==> src/rtl/core/rau_pkg.sv <==
// ----------------------------------------------------------------------------
// rau_pkg: shared definitions for the rational arithmetic unit
// Operation codes, error codes, field widths and the default operand width.
// ----------------------------------------------------------------------------
`default_nettype none

package rau_pkg;

   // Field widths fixed by the interface.
   localparam int MODE_W    = 3;
   localparam int ERR_W     = 2;
   localparam int NUM_OUT_W = 33;
   localparam int DEN_OUT_W = 31;

   // Default operand width.
   localparam int DEFAULT_OPERAND_WIDTH = 16;

   // Operation codes.
   localparam logic [MODE_W-1:0] MODE_ADD    = 3'd0;
   localparam logic [MODE_W-1:0] MODE_SUB    = 3'd1;
   localparam logic [MODE_W-1:0] MODE_MUL    = 3'd2;
   localparam logic [MODE_W-1:0] MODE_DIV    = 3'd3;
   localparam logic [MODE_W-1:0] MODE_REDUCE = 3'd4;

   // Error codes.
   localparam logic [ERR_W-1:0] ERR_OK       = 2'd0;
   localparam logic [ERR_W-1:0] ERR_ZERO_DEN = 2'd1;
   localparam logic [ERR_W-1:0] ERR_DIV_ZERO = 2'd2;

   // Handshake between the queue and the back end.
   typedef struct packed {
      logic valid;
      logic pop;
   } queue_ctl_type;

endpackage

`default_nettype wire

==> src/rtl/core/rau_front.sv <==
// ----------------------------------------------------------------------------
// rau_front: request classifier
// Folds unused modes onto reduce, checks for invalid operands and packs one
// queue entry per accepted request.
// ----------------------------------------------------------------------------
`default_nettype none

module rau_front
   import rau_pkg::*;
#(
   parameter int OPERAND_WIDTH = DEFAULT_OPERAND_WIDTH,
   localparam int ENTRY_W = ERR_W + MODE_W + 4 * OPERAND_WIDTH
) (
   input  wire logic [MODE_W-1:0]        mode,
   input  wire logic [OPERAND_WIDTH-1:0] num_a,
   input  wire logic [OPERAND_WIDTH-1:0] den_a,
   input  wire logic [OPERAND_WIDTH-1:0] num_b,
   input  wire logic [OPERAND_WIDTH-1:0] den_b,
   output logic      [ENTRY_W-1:0]       entry
);

   logic [MODE_W-1:0] mode_c;
   logic [ERR_W-1:0]  err_c;

   // Classify the operation and flag invalid operands.
   always_comb begin
      mode_c = (mode > MODE_REDUCE) ? MODE_REDUCE : mode;
      err_c  = ERR_OK;
      if (den_a == '0) begin
         err_c = ERR_ZERO_DEN;
      end else if (mode_c != MODE_REDUCE && den_b == '0) begin
         err_c = ERR_ZERO_DEN;
      end else if (mode_c == MODE_DIV && num_b == '0) begin
         err_c = ERR_DIV_ZERO;
      end
   end

   assign entry = {err_c, mode_c, num_a, den_a, num_b, den_b};

endmodule

`default_nettype wire

==> src/rtl/core/rau_queue.sv <==
// ----------------------------------------------------------------------------
// rau_queue: two-entry queue between front and back end
// Lets the request side keep accepting while the back end is busy.
// ----------------------------------------------------------------------------
`default_nettype none

module rau_queue
   import rau_pkg::*;
#(
   parameter int WIDTH = 8
) (
   input  wire logic             clock,
   input  wire logic             reset,
   input  wire logic             push,
   input  wire logic [WIDTH-1:0] push_data,
   output logic                  full,
   output queue_ctl_type         ctl_out,
   input  wire logic             pop,
   output logic      [WIDTH-1:0] pop_data
);

   logic [WIDTH-1:0] mem_ff [2];
   logic             wr_ptr_ff, wr_ptr_in;
   logic             rd_ptr_ff, rd_ptr_in;
   logic [1:0]       count_ff, count_in;

   // Pointer and fill count update.
   always_comb begin
      wr_ptr_in = push ? ~wr_ptr_ff : wr_ptr_ff;
      rd_ptr_in = pop ? ~rd_ptr_ff : rd_ptr_ff;
      count_in  = count_ff + 2'(push) - 2'(pop);
   end

   always_ff @(posedge clock) begin
      if (reset) begin
         wr_ptr_ff <= 1'b0;
         rd_ptr_ff <= 1'b0;
         count_ff  <= 2'd0;
      end else begin
         wr_ptr_ff <= wr_ptr_in;
         rd_ptr_ff <= rd_ptr_in;
         count_ff  <= count_in;
      end
   end

   // Entry storage.
   always_ff @(posedge clock) begin
      if (push) begin
         mem_ff[wr_ptr_ff] <= push_data;
      end
   end

   assign full          = (count_ff == 2'd2);
   assign ctl_out.valid = (count_ff != 2'd0);
   assign ctl_out.pop   = pop;
   assign pop_data      = mem_ff[rd_ptr_ff];

endmodule

`default_nettype wire

==> src/rtl/core/rau_back.sv <==
// ----------------------------------------------------------------------------
// rau_back: fraction arithmetic and reduction engine
// Forms cross products with one shared multiplier, finds the GCD with a
// binary GCD loop and divides both magnitudes by it with a shift-subtract
// divider, then holds the result in an output register.
// ----------------------------------------------------------------------------
`default_nettype none

module rau_back
   import rau_pkg::*;
#(
   parameter int OPERAND_WIDTH = DEFAULT_OPERAND_WIDTH,
   localparam int ENTRY_W = ERR_W + MODE_W + 4 * OPERAND_WIDTH
) (
   input  wire logic                 clock,
   input  wire logic                 reset,
   input  wire queue_ctl_type        q_ctl,
   input  wire logic [ENTRY_W-1:0]   q_data,
   output logic                      q_pop,
   output logic                      rsp_valid,
   input  wire logic                 rsp_stall,
   output logic      [NUM_OUT_W-1:0] rsp_result_num,
   output logic      [DEN_OUT_W-1:0] rsp_result_den,
   output logic      [ERR_W-1:0]     rsp_error
);

   localparam int OW = OPERAND_WIDTH;
   localparam int NW = 2 * OW + 1;
   localparam int MW = 2 * OW;
   localparam int KW = $clog2(MW + 1);
   localparam int XW = (MW + 1 > NUM_OUT_W) ? MW + 1 : NUM_OUT_W;

   localparam logic [2:0] ST_IDLE = 3'd0;
   localparam logic [2:0] ST_MUL  = 3'd1;
   localparam logic [2:0] ST_GCD  = 3'd2;
   localparam logic [2:0] ST_DIV  = 3'd3;
   localparam logic [2:0] ST_FIN  = 3'd4;

   logic [2:0]           state_ff, state_in;
   logic [1:0]           step_ff, step_in;
   logic [MODE_W-1:0]    mode_ff, mode_in;
   logic signed [OW-1:0] na_ff, na_in, da_ff, da_in, nb_ff, nb_in, db_ff, db_in;
   logic signed [NW-1:0] n_ff, n_in, d_ff, d_in;
   logic [MW-1:0]        u_ff, u_in, v_ff, v_in, g_ff, g_in;
   logic [KW-1:0]        k_ff, k_in, cnt_ff, cnt_in;
   logic                 neg_ff, neg_in;
   logic [MW:0]          rn_ff, rn_in, rd_ff, rd_in;
   logic [MW-1:0]        qn_ff, qn_in, qd_ff, qd_in;
   logic                 out_valid_ff, out_valid_in;
   logic [NUM_OUT_W-1:0] out_num_ff, out_num_in;
   logic [DEN_OUT_W-1:0] out_den_ff, out_den_in;
   logic [ERR_W-1:0]     out_err_ff, out_err_in;

   logic [ERR_W-1:0]       q_err;
   logic [MODE_W-1:0]      q_mode;
   logic signed [OW-1:0]   mul_a, mul_b;
   logic signed [2*OW-1:0] prod;
   logic signed [NW-1:0]   prod_x;
   logic signed [NW-1:0]   n_abs, d_abs;
   logic [MW:0]            tn, td;
   logic [XW-1:0]          ext_n, ext_d, sgn_n;

   assign q_err  = q_data[ENTRY_W-1 -: ERR_W];
   assign q_mode = q_data[ENTRY_W-ERR_W-1 -: MODE_W];

   // Shared multiplier: operand selection per product step.
   always_comb begin
      mul_a = na_ff;
      mul_b = db_ff;
      case (step_ff)
         2'd0: begin
            mul_a = na_ff;
            if (mode_ff == MODE_MUL) mul_b = nb_ff;
            else if (mode_ff == MODE_REDUCE) mul_b = OW'(1);
            else mul_b = db_ff;
         end
         2'd1: begin
            mul_a = nb_ff;
            mul_b = da_ff;
         end
         default: begin
            mul_a = da_ff;
            if (mode_ff == MODE_DIV) mul_b = nb_ff;
            else if (mode_ff == MODE_REDUCE) mul_b = OW'(1);
            else mul_b = db_ff;
         end
      endcase
      prod   = mul_a * mul_b;
      prod_x = {prod[2*OW-1], prod};
   end

   // Magnitudes, divider trial values and output formatting.
   always_comb begin
      n_abs = n_ff[NW-1] ? -n_ff : n_ff;
      d_abs = d_ff[NW-1] ? -d_ff : d_ff;
      tn    = {rn_ff[MW-1:0], qn_ff[MW-1]};
      td    = {rd_ff[MW-1:0], qd_ff[MW-1]};
      ext_n = XW'(qn_ff);
      ext_d = XW'(qd_ff);
      sgn_n = neg_ff ? -ext_n : ext_n;
   end

   // Sequencer.
   always_comb begin
      state_in     = state_ff;
      step_in      = step_ff;
      mode_in      = mode_ff;
      na_in        = na_ff;
      da_in        = da_ff;
      nb_in        = nb_ff;
      db_in        = db_ff;
      n_in         = n_ff;
      d_in         = d_ff;
      u_in         = u_ff;
      v_in         = v_ff;
      g_in         = g_ff;
      k_in         = k_ff;
      cnt_in       = cnt_ff;
      neg_in       = neg_ff;
      rn_in        = rn_ff;
      rd_in        = rd_ff;
      qn_in        = qn_ff;
      qd_in        = qd_ff;
      out_num_in   = out_num_ff;
      out_den_in   = out_den_ff;
      out_err_in   = out_err_ff;
      out_valid_in = out_valid_ff && rsp_stall;
      q_pop        = 1'b0;

      case (state_ff)
         ST_IDLE: begin
            if (q_ctl.valid && !out_valid_ff) begin
               q_pop   = 1'b1;
               mode_in = q_mode;
               na_in   = q_data[4*OW-1 -: OW];
               da_in   = q_data[3*OW-1 -: OW];
               nb_in   = q_data[2*OW-1 -: OW];
               db_in   = q_data[OW-1:0];
               step_in = 2'd0;
               if (q_err != ERR_OK) begin
                  out_valid_in = 1'b1;
                  out_num_in   = '0;
                  out_den_in   = DEN_OUT_W'(1);
                  out_err_in   = q_err;
               end else begin
                  state_in = ST_MUL;
               end
            end
         end
         ST_MUL: begin
            step_in = step_ff + 2'd1;
            case (step_ff)
               2'd0: n_in = prod_x;
               2'd1: begin
                  if (mode_ff == MODE_ADD) n_in = n_ff + prod_x;
                  else if (mode_ff == MODE_SUB) n_in = n_ff - prod_x;
               end
               default: begin
                  d_in     = prod_x;
                  state_in = ST_GCD;
               end
            endcase
         end
         ST_GCD: begin
            if (u_ff == '0) begin
               g_in     = v_ff << k_ff;
               rn_in    = '0;
               rd_in    = '0;
               qn_in    = n_abs[MW-1:0];
               qd_in    = d_abs[MW-1:0];
               cnt_in   = '0;
               state_in = ST_DIV;
            end else if (!u_ff[0] && !v_ff[0]) begin
               u_in = u_ff >> 1;
               v_in = v_ff >> 1;
               k_in = k_ff + KW'(1);
            end else if (!u_ff[0]) begin
               u_in = u_ff >> 1;
            end else if (!v_ff[0]) begin
               v_in = v_ff >> 1;
            end else if (u_ff >= v_ff) begin
               u_in = u_ff - v_ff;
            end else begin
               v_in = v_ff - u_ff;
            end
         end
         ST_DIV: begin
            if (tn >= {1'b0, g_ff}) begin
               rn_in = tn - {1'b0, g_ff};
               qn_in = {qn_ff[MW-2:0], 1'b1};
            end else begin
               rn_in = tn;
               qn_in = {qn_ff[MW-2:0], 1'b0};
            end
            if (td >= {1'b0, g_ff}) begin
               rd_in = td - {1'b0, g_ff};
               qd_in = {qd_ff[MW-2:0], 1'b1};
            end else begin
               rd_in = td;
               qd_in = {qd_ff[MW-2:0], 1'b0};
            end
            cnt_in = cnt_ff + KW'(1);
            if (cnt_ff == KW'(MW - 1)) begin
               state_in = ST_FIN;
            end
         end
         ST_FIN: begin
            out_valid_in = 1'b1;
            out_num_in   = sgn_n[NUM_OUT_W-1:0];
            out_den_in   = ext_d[DEN_OUT_W-1:0];
            out_err_in   = ERR_OK;
            state_in     = ST_IDLE;
         end
         default: begin
            state_in = ST_IDLE;
         end
      endcase

      // A zero numerator skips the reduction.
      if (state_ff == ST_MUL && step_ff == 2'd2) begin
         if (n_ff == '0) begin
            out_valid_in = 1'b1;
            out_num_in   = '0;
            out_den_in   = DEN_OUT_W'(1);
            out_err_in   = ERR_OK;
            state_in     = ST_IDLE;
         end
         u_in   = n_abs[MW-1:0];
         v_in   = prod_x[NW-1] ? MW'(-prod_x) : prod_x[MW-1:0];
         k_in   = '0;
         neg_in = n_ff[NW-1] ^ prod_x[NW-1];
      end
   end

   always_ff @(posedge clock) begin
      if (reset) begin
         state_ff     <= ST_IDLE;
         out_valid_ff <= 1'b0;
      end else begin
         state_ff     <= state_in;
         out_valid_ff <= out_valid_in;
      end
   end

   always_ff @(posedge clock) begin
      step_ff    <= step_in;
      mode_ff    <= mode_in;
      na_ff      <= na_in;
      da_ff      <= da_in;
      nb_ff      <= nb_in;
      db_ff      <= db_in;
      n_ff       <= n_in;
      d_ff       <= d_in;
      u_ff       <= u_in;
      v_ff       <= v_in;
      g_ff       <= g_in;
      k_ff       <= k_in;
      cnt_ff     <= cnt_in;
      neg_ff     <= neg_in;
      rn_ff      <= rn_in;
      rd_ff      <= rd_in;
      qn_ff      <= qn_in;
      qd_ff      <= qd_in;
      out_num_ff <= out_num_in;
      out_den_ff <= out_den_in;
      out_err_ff <= out_err_in;
   end

   assign rsp_valid      = out_valid_ff;
   assign rsp_result_num = out_num_ff;
   assign rsp_result_den = out_den_ff;
   assign rsp_error      = out_err_ff;

endmodule

`default_nettype wire

==> src/rtl/core/rational_arithmetic_unit.sv <==
// ----------------------------------------------------------------------------
// rational_arithmetic_unit: exact signed fraction arithmetic with reduction
// Adds, subtracts, multiplies or divides two fractions, or reduces the first,
// and returns the result in lowest terms with a positive denominator.
//
// Usage:
//   A request transfer on the req_ channel carries the mode and both
//   fractions. Each request gives exactly one transfer on the rsp_ channel,
//   in request order. The front end classifies a request and puts it in a
//   two-entry queue, so up to two requests are taken while the engine works.
//   Flow: a request with an error code goes straight from the queue to the
//   output register. Otherwise the engine forms the products on one shared
//   multiplier, then runs binary GCD steps (data dependent in number),
//   then divides both magnitudes in the shift-subtract divider and
//   registers the result. The engine takes no new request until it is
//   through with the last one, so requests are worked one at a time.
//   A zero numerator skips the reduction.
//   Reset empties the queue and drops any held result. While rsp_stall is
//   high the result stays in the output register; the engine starts no new
//   item until it is taken, and req_stall rises when the queue is full.
// ----------------------------------------------------------------------------
`default_nettype none

module rational_arithmetic_unit
   import rau_pkg::*;
#(
   parameter int OPERAND_WIDTH = DEFAULT_OPERAND_WIDTH
) (
   input  wire logic                     clock,
   input  wire logic                     reset,
   input  wire logic                     req_valid,
   output logic                          req_stall,
   input  wire logic [MODE_W-1:0]        req_mode,
   input  wire logic [OPERAND_WIDTH-1:0] req_num_a,
   input  wire logic [OPERAND_WIDTH-1:0] req_den_a,
   input  wire logic [OPERAND_WIDTH-1:0] req_num_b,
   input  wire logic [OPERAND_WIDTH-1:0] req_den_b,
   output logic                          rsp_valid,
   input  wire logic                     rsp_stall,
   output logic      [NUM_OUT_W-1:0]     rsp_result_num,
   output logic      [DEN_OUT_W-1:0]     rsp_result_den,
   output logic      [ERR_W-1:0]         rsp_error
);

   localparam int ENTRY_W = ERR_W + MODE_W + 4 * OPERAND_WIDTH;

   logic [ENTRY_W-1:0] entry, q_data;
   logic               q_full, q_pop, push;
   queue_ctl_type      q_ctl;

   // Front end.
   rau_front #(.OPERAND_WIDTH(OPERAND_WIDTH)) u_front (
      .mode  (req_mode),
      .num_a (req_num_a),
      .den_a (req_den_a),
      .num_b (req_num_b),
      .den_b (req_den_b),
      .entry (entry)
   );

   assign req_stall = q_full;
   assign push      = req_valid && !q_full;

   // Queue between front and back end.
   rau_queue #(.WIDTH(ENTRY_W)) u_queue (
      .clock     (clock),
      .reset     (reset),
      .push      (push),
      .push_data (entry),
      .full      (q_full),
      .ctl_out   (q_ctl),
      .pop       (q_pop),
      .pop_data  (q_data)
   );

   // Back end.
   rau_back #(.OPERAND_WIDTH(OPERAND_WIDTH)) u_back (
      .clock          (clock),
      .reset          (reset),
      .q_ctl          (q_ctl),
      .q_data         (q_data),
      .q_pop          (q_pop),
      .rsp_valid      (rsp_valid),
      .rsp_stall      (rsp_stall),
      .rsp_result_num (rsp_result_num),
      .rsp_result_den (rsp_result_den),
      .rsp_error      (rsp_error)
   );

   // An error result carries the fixed zero-over-one value.
   a_err_value: assert property (@(posedge clock) disable iff (reset)
      rsp_valid && rsp_error != ERR_OK |-> rsp_result_num == '0 && rsp_result_den == 1)
      else $error("error result not 0/1");

   // A good result never has a zero denominator.
   a_den_nonzero: assert property (@(posedge clock) disable iff (reset)
      rsp_valid && rsp_error == ERR_OK |-> rsp_result_den != '0)
      else $error("zero denominator in result");

   // Reset drops any held result.
   a_reset_clear: assert property (@(posedge clock) reset |=> !rsp_valid)
      else $error("result valid after reset");

   // Error codes stay in range.
   a_err_range: assert property (@(posedge clock) disable iff (reset)
      rsp_valid |-> rsp_error == ERR_OK || rsp_error == ERR_ZERO_DEN ||
                    rsp_error == ERR_DIV_ZERO)
      else $error("bad error code");

endmodule

`default_nettype wire
==> config.mk <==
export PLATFORM = sky130hd
export DESIGN_NAME = rational_arithmetic_unit
export DESIGN_NICKNAME = d
export VERILOG_FILES = /design/src/rtl/core/rau_pkg.sv /design/src/rtl/core/rau_front.sv /design/src/rtl/core/rau_queue.sv /design/src/rtl/core/rau_back.sv /design/src/rtl/core/rational_arithmetic_unit.sv
export SDC_FILE = /design/constraint.sdc
export NUM_CORES = 2
export LEC_CHECK = 0
export BUFFER_PORTS_ARGS = -buffer_cell sky130_fd_sc_hd__buf_2
export CORE_MARGIN = 2
export CORE_UTILIZATION = 55
export DETAILED_ROUTE_END_ITERATION = 10
export GPL_ROUTABILITY_DRIVEN = 1
export GPL_TIMING_DRIVEN = 0
export PLACE_DENSITY = 0.72
export SYNTH_ARGS = -nofsm -noshare
export SYNTH_HDL_FRONTEND = slang
export SYNTH_SLANG_ARGS = --single-unit
==> constraint.sdc <==
create_clock -name clock -period 18.2 [get_ports clock]
set_input_delay 0.91 -clock clock [delete_from_list [all_inputs] [get_ports clock]]
set_output_delay 0.91 -clock clock [all_outputs]
set_load 0.02 [all_outputs]
==> metrics.md <==
| Metric | Value |
|---|---|
| Root Buffer | clkbuf_16 |
| Synth Area in XOR/XNOR | under 10% |
| Cells after Synth | about 4700 |
| Area Overhead vs Synth | 10.1% |
| HP Class | input pin to flop |
| First-pass GRT wire length | 210000 µm |
| Largest family of logic cells by synthesized area | adder cells |
| Slew @ Worst Pin | 1500 ps |
| Max Buffers Root-to-Sink | 3 |
| Worst R2R Path Depth | between 40 and 50 |
| Synthesized-area fraction occupied by adder cells | about a fifth |
| RSZ-0062 raised after global routing | false |
| CP Capture Type | flop |
| Mapped cell area | between 40000 and 50000 µm² |
| Post-CTS sizing | 0 |
| Simple-gate share of the synthesized area | a little over an eighth |
| Final wirelength | 136000 µm |
| Share of layout cells above drive strength 1 | under 10% |
| Clock Sinks | slightly below 600 |
| Initial antenna violation count | 3 |
| Mux cell area share after synthesis | between 4 and 5% |
| Die height | approximately 290 µm |
| Number of vias per cell | roughly 6.0 |
| Final Non-Filler Cells | just over 6000 |
| H-tree levels | 3 |
| Critical path class | flop to flop |
| Worst skew pair latency | 630 ps |
| Antenna viol nets, final | 0 |
| Final worst-path cycle share | a little over two thirds |
| Global Route Usage Sum | a little under a third |
| Die width | a little under 300 µm |
| Fmax achieved | 77.7 MHz |
| Nets | 5505 |
| Number of I/O pins | 139 |
| Hold path depth | 1 |
| CTS tree | built |
| Register area share after synthesis | ~36% |
| Vias | roughly 36000 |
| Slew HR | -0.594% |
| Die area | 85800 µm² |
| Ys Warns | 0 |
| Crit Path Max Fanout | 10 |
| Compound-Gate Fraction of Synth Area | approximately 15% |
| Gpl congestion | 0.983 |
| Failing checks | capacitance limit, slew limit |
| Yosys cell types | 100 |
| Final Critical Period | 12870 ps |
| Slowest CP cell | a221oi_1 |
| GRT Residual Overflow | 0 |
| CP peak stage delay | roughly 1000 ps |
| Drt drc | 0 |
| Synthesis-stage register bit count | about 600 |
| DRT Pass-1 Iters | 6 |
| Clock transition at path regs | approximately 60 ps |
| Setup TNS | 0 ps |
| Max-cap viol count | 1 |
| Run status | complete, but fails checks |
| I/O Buffers | around 140 |
| Row count | approximately 110 |
| WP data required | roughly 19000 ps |
| Worst Path Arrival | roughly 13000 ps |
| Ys async rst share | 0% |
| Post-synth EDFFs | between 500 and 600 |
| Clock buffer count from CTS | 67 |
| Mapped Avg Cell Area | 9.79 µm² |
| Placed Instances | between 5000 and 6000 |
| Core area | about 82000 µm² |
| Vias in the first global route | roughly 37000 |
| CP most frequent cell | fa_1 |
| Worst Skew | 28.3 ps |
| Top_reg_cell synth | edfxtp_1 |
| Routed WL per cell | 22.6 µm |
| Initial DRC Count | between 3000 and 4000 |
| Syn_nets | roughly 5300 |
| Final setup vio count | 0 |
| Final Max Tran Viols | 7 |
| Cts hold-fix bufs | 0 |
| CP Launch Type | flop |
| Setup bufs post-CTS | 0 |
| Initial Util | a little under three fifths |
| Pin count of the biggest net entering global routing | 55 |
| Final hold violation count | 0 |
| Detail Placement HPWL | around 110000 µm |
-- cell families after synthesis --
family,after synthesis
buffers and inverters,697
AND/OR/NAND/NOR,1320
adder cells (fa/ha/maj),524
XOR/XNOR,324
multiplexers,155
flip-flops,584
AO/OA/AOI/OAI,1087
-- layout by cell type (no fill, tap or decap), types with 18 or more instances in the layout --
master     instances
a211oi_1          35
a21o_1           113
a21oi_1          317
a221oi_1          42
a22oi_1           85
a31oi_1           23
and2_1            34
buf_1             24
buf_2            150
clkbuf_1         185
clkbuf_16         70
dfxtp_1           81
edfxtp_1         503
fa_1             267
ha_1             257
inv_1            481
mux2_2            82
mux2i_1           49
mux4_2            24
nand2_1          409
nand2b_1          48
nand3_1           40
nand3b_1          18
nand4_1           35
nor2_1           470
nor2b_1           49
nor3_1            57
nor4_1            34
o21a_1            20
o21ai_0          212
o21bai_1          34
o31ai_1           32
or2_2             21
or3_1             28
or4_1             20
xnor2_1          186
xor2_1           136
-- Yosys cell counts (11+ instances only) --
master / number / area, µm²
nand3b_1: 18 / 135
o21ai_0: 213 / 1070
fa_1: 267 / 5350
xnor2_1: 186 / 1630
nand2b_1: 48 / 300
nor4_1: 34 / 213
a22o_1: 15 / 131
mux2i_1: 49 / 490
or2_2: 22 / 138
nor3_1: 58 / 290
xor2_1: 136 / 1190
edfxtp_1: 503 / 15100
a21o_1: 113 / 848
nor3b_1: 11 / 82.6
nor2b_1: 49 / 307
a21oi_1: 317 / 1590
buf_2: 11 / 55.1
o211ai_1: 15 / 113
o31ai_1: 32 / 240
o21a_1: 20 / 150
a31oi_1: 24 / 150
o21bai_1: 34 / 255
clkbuf_1: 176 / 661
mux4_2: 24 / 541
o22ai_1: 14 / 87.6
a22oi_1: 85 / 638
nand3_1: 40 / 200
nor2_1: 472 / 1770
buf_1: 24 / 90.1
a221oi_1: 42 / 368
nand2_1: 409 / 1540
or3_1: 28 / 175
and3_1: 15 / 93.8
nand4_1: 35 / 219
and2_1: 34 / 213
o41ai_1: 15 / 131
dfxtp_1: 81 / 1620
a211oi_1: 35 / 263
or4_1: 20 / 150
inv_1: 482 / 1810
ha_1: 257 / 3220
mux2_2: 82 / 923
-- worst max-delay path: cells and delay by family, from the launching register on --
kind | cells | cell delay [ps]
simple gates | 9 | 2310
flops | 1 | 420
buf+inv | 9 | 1840
xor+xnor | 2 | 530
compound gates | 13 | 3750
fa+ha+maj | 9 | 3900
-- final cells by class --
cell class	count	area [µm²]
Antenna cell	3	7.51
Buffer	211	806
Clock buffer	80	1800
Clock inverter	43	508
Fill cell	6983	31800
Inverter	486	1820
Multi-Input combinational cell	3410	26600
Sequential cell	584	16700
Tap cell	1070	1340
Timing Repair Buffer	150	928
-- final timing paths --
check	slack [ps]	from	endpoint
max	5330	u_back.step_ff[0]	u_back.n_ff[32]
min	470	req_num_a[15]	u_queue.mem_ff[0][63]
max reg2reg	5330	u_back.step_ff[0]	u_back.n_ff[32]
min reg2reg	480	u_back.rsp_result_num[32]	u_back.rsp_result_num[32]
-- routing by layer --
metal  wire (µm)  GRT usage [%]
met1       55100           40.9
met2       63600           52.5
met3        9570           4.95
met4        8120           16.4
met5          13              0
-- metrics by stage --
stage	util, %	instance area, µm²	setup slack (ps)	hold slack [ps]
after floorplan	-	45900	7650	459
after detailed placement	58.5	48200	5370	475
after global placement	58.2	47900	5450	466
after global routing	61.4	50500	4720	457
final	61.4	50600	5330	472
after CTS	61.3	50500	5340	452
-- state kept, by name, indices dropped and copies added, names as in the netlist, 32 cells and up, named ones only --
register,count
u_back.d_ff,32
u_back.g_ff,32
u_back.n_ff,33
u_back.qd_ff,32
u_back.qn_ff,32
u_back.rd_ff,32
u_back.rn_ff,32
u_back.rsp_result_num,33
u_back.u_ff,32
u_back.v_ff,32
u_queue.mem_ff,138
Power is not shown: default switching activity piles up to over one toggle a cycle in this logic, so the estimate is an artifact.
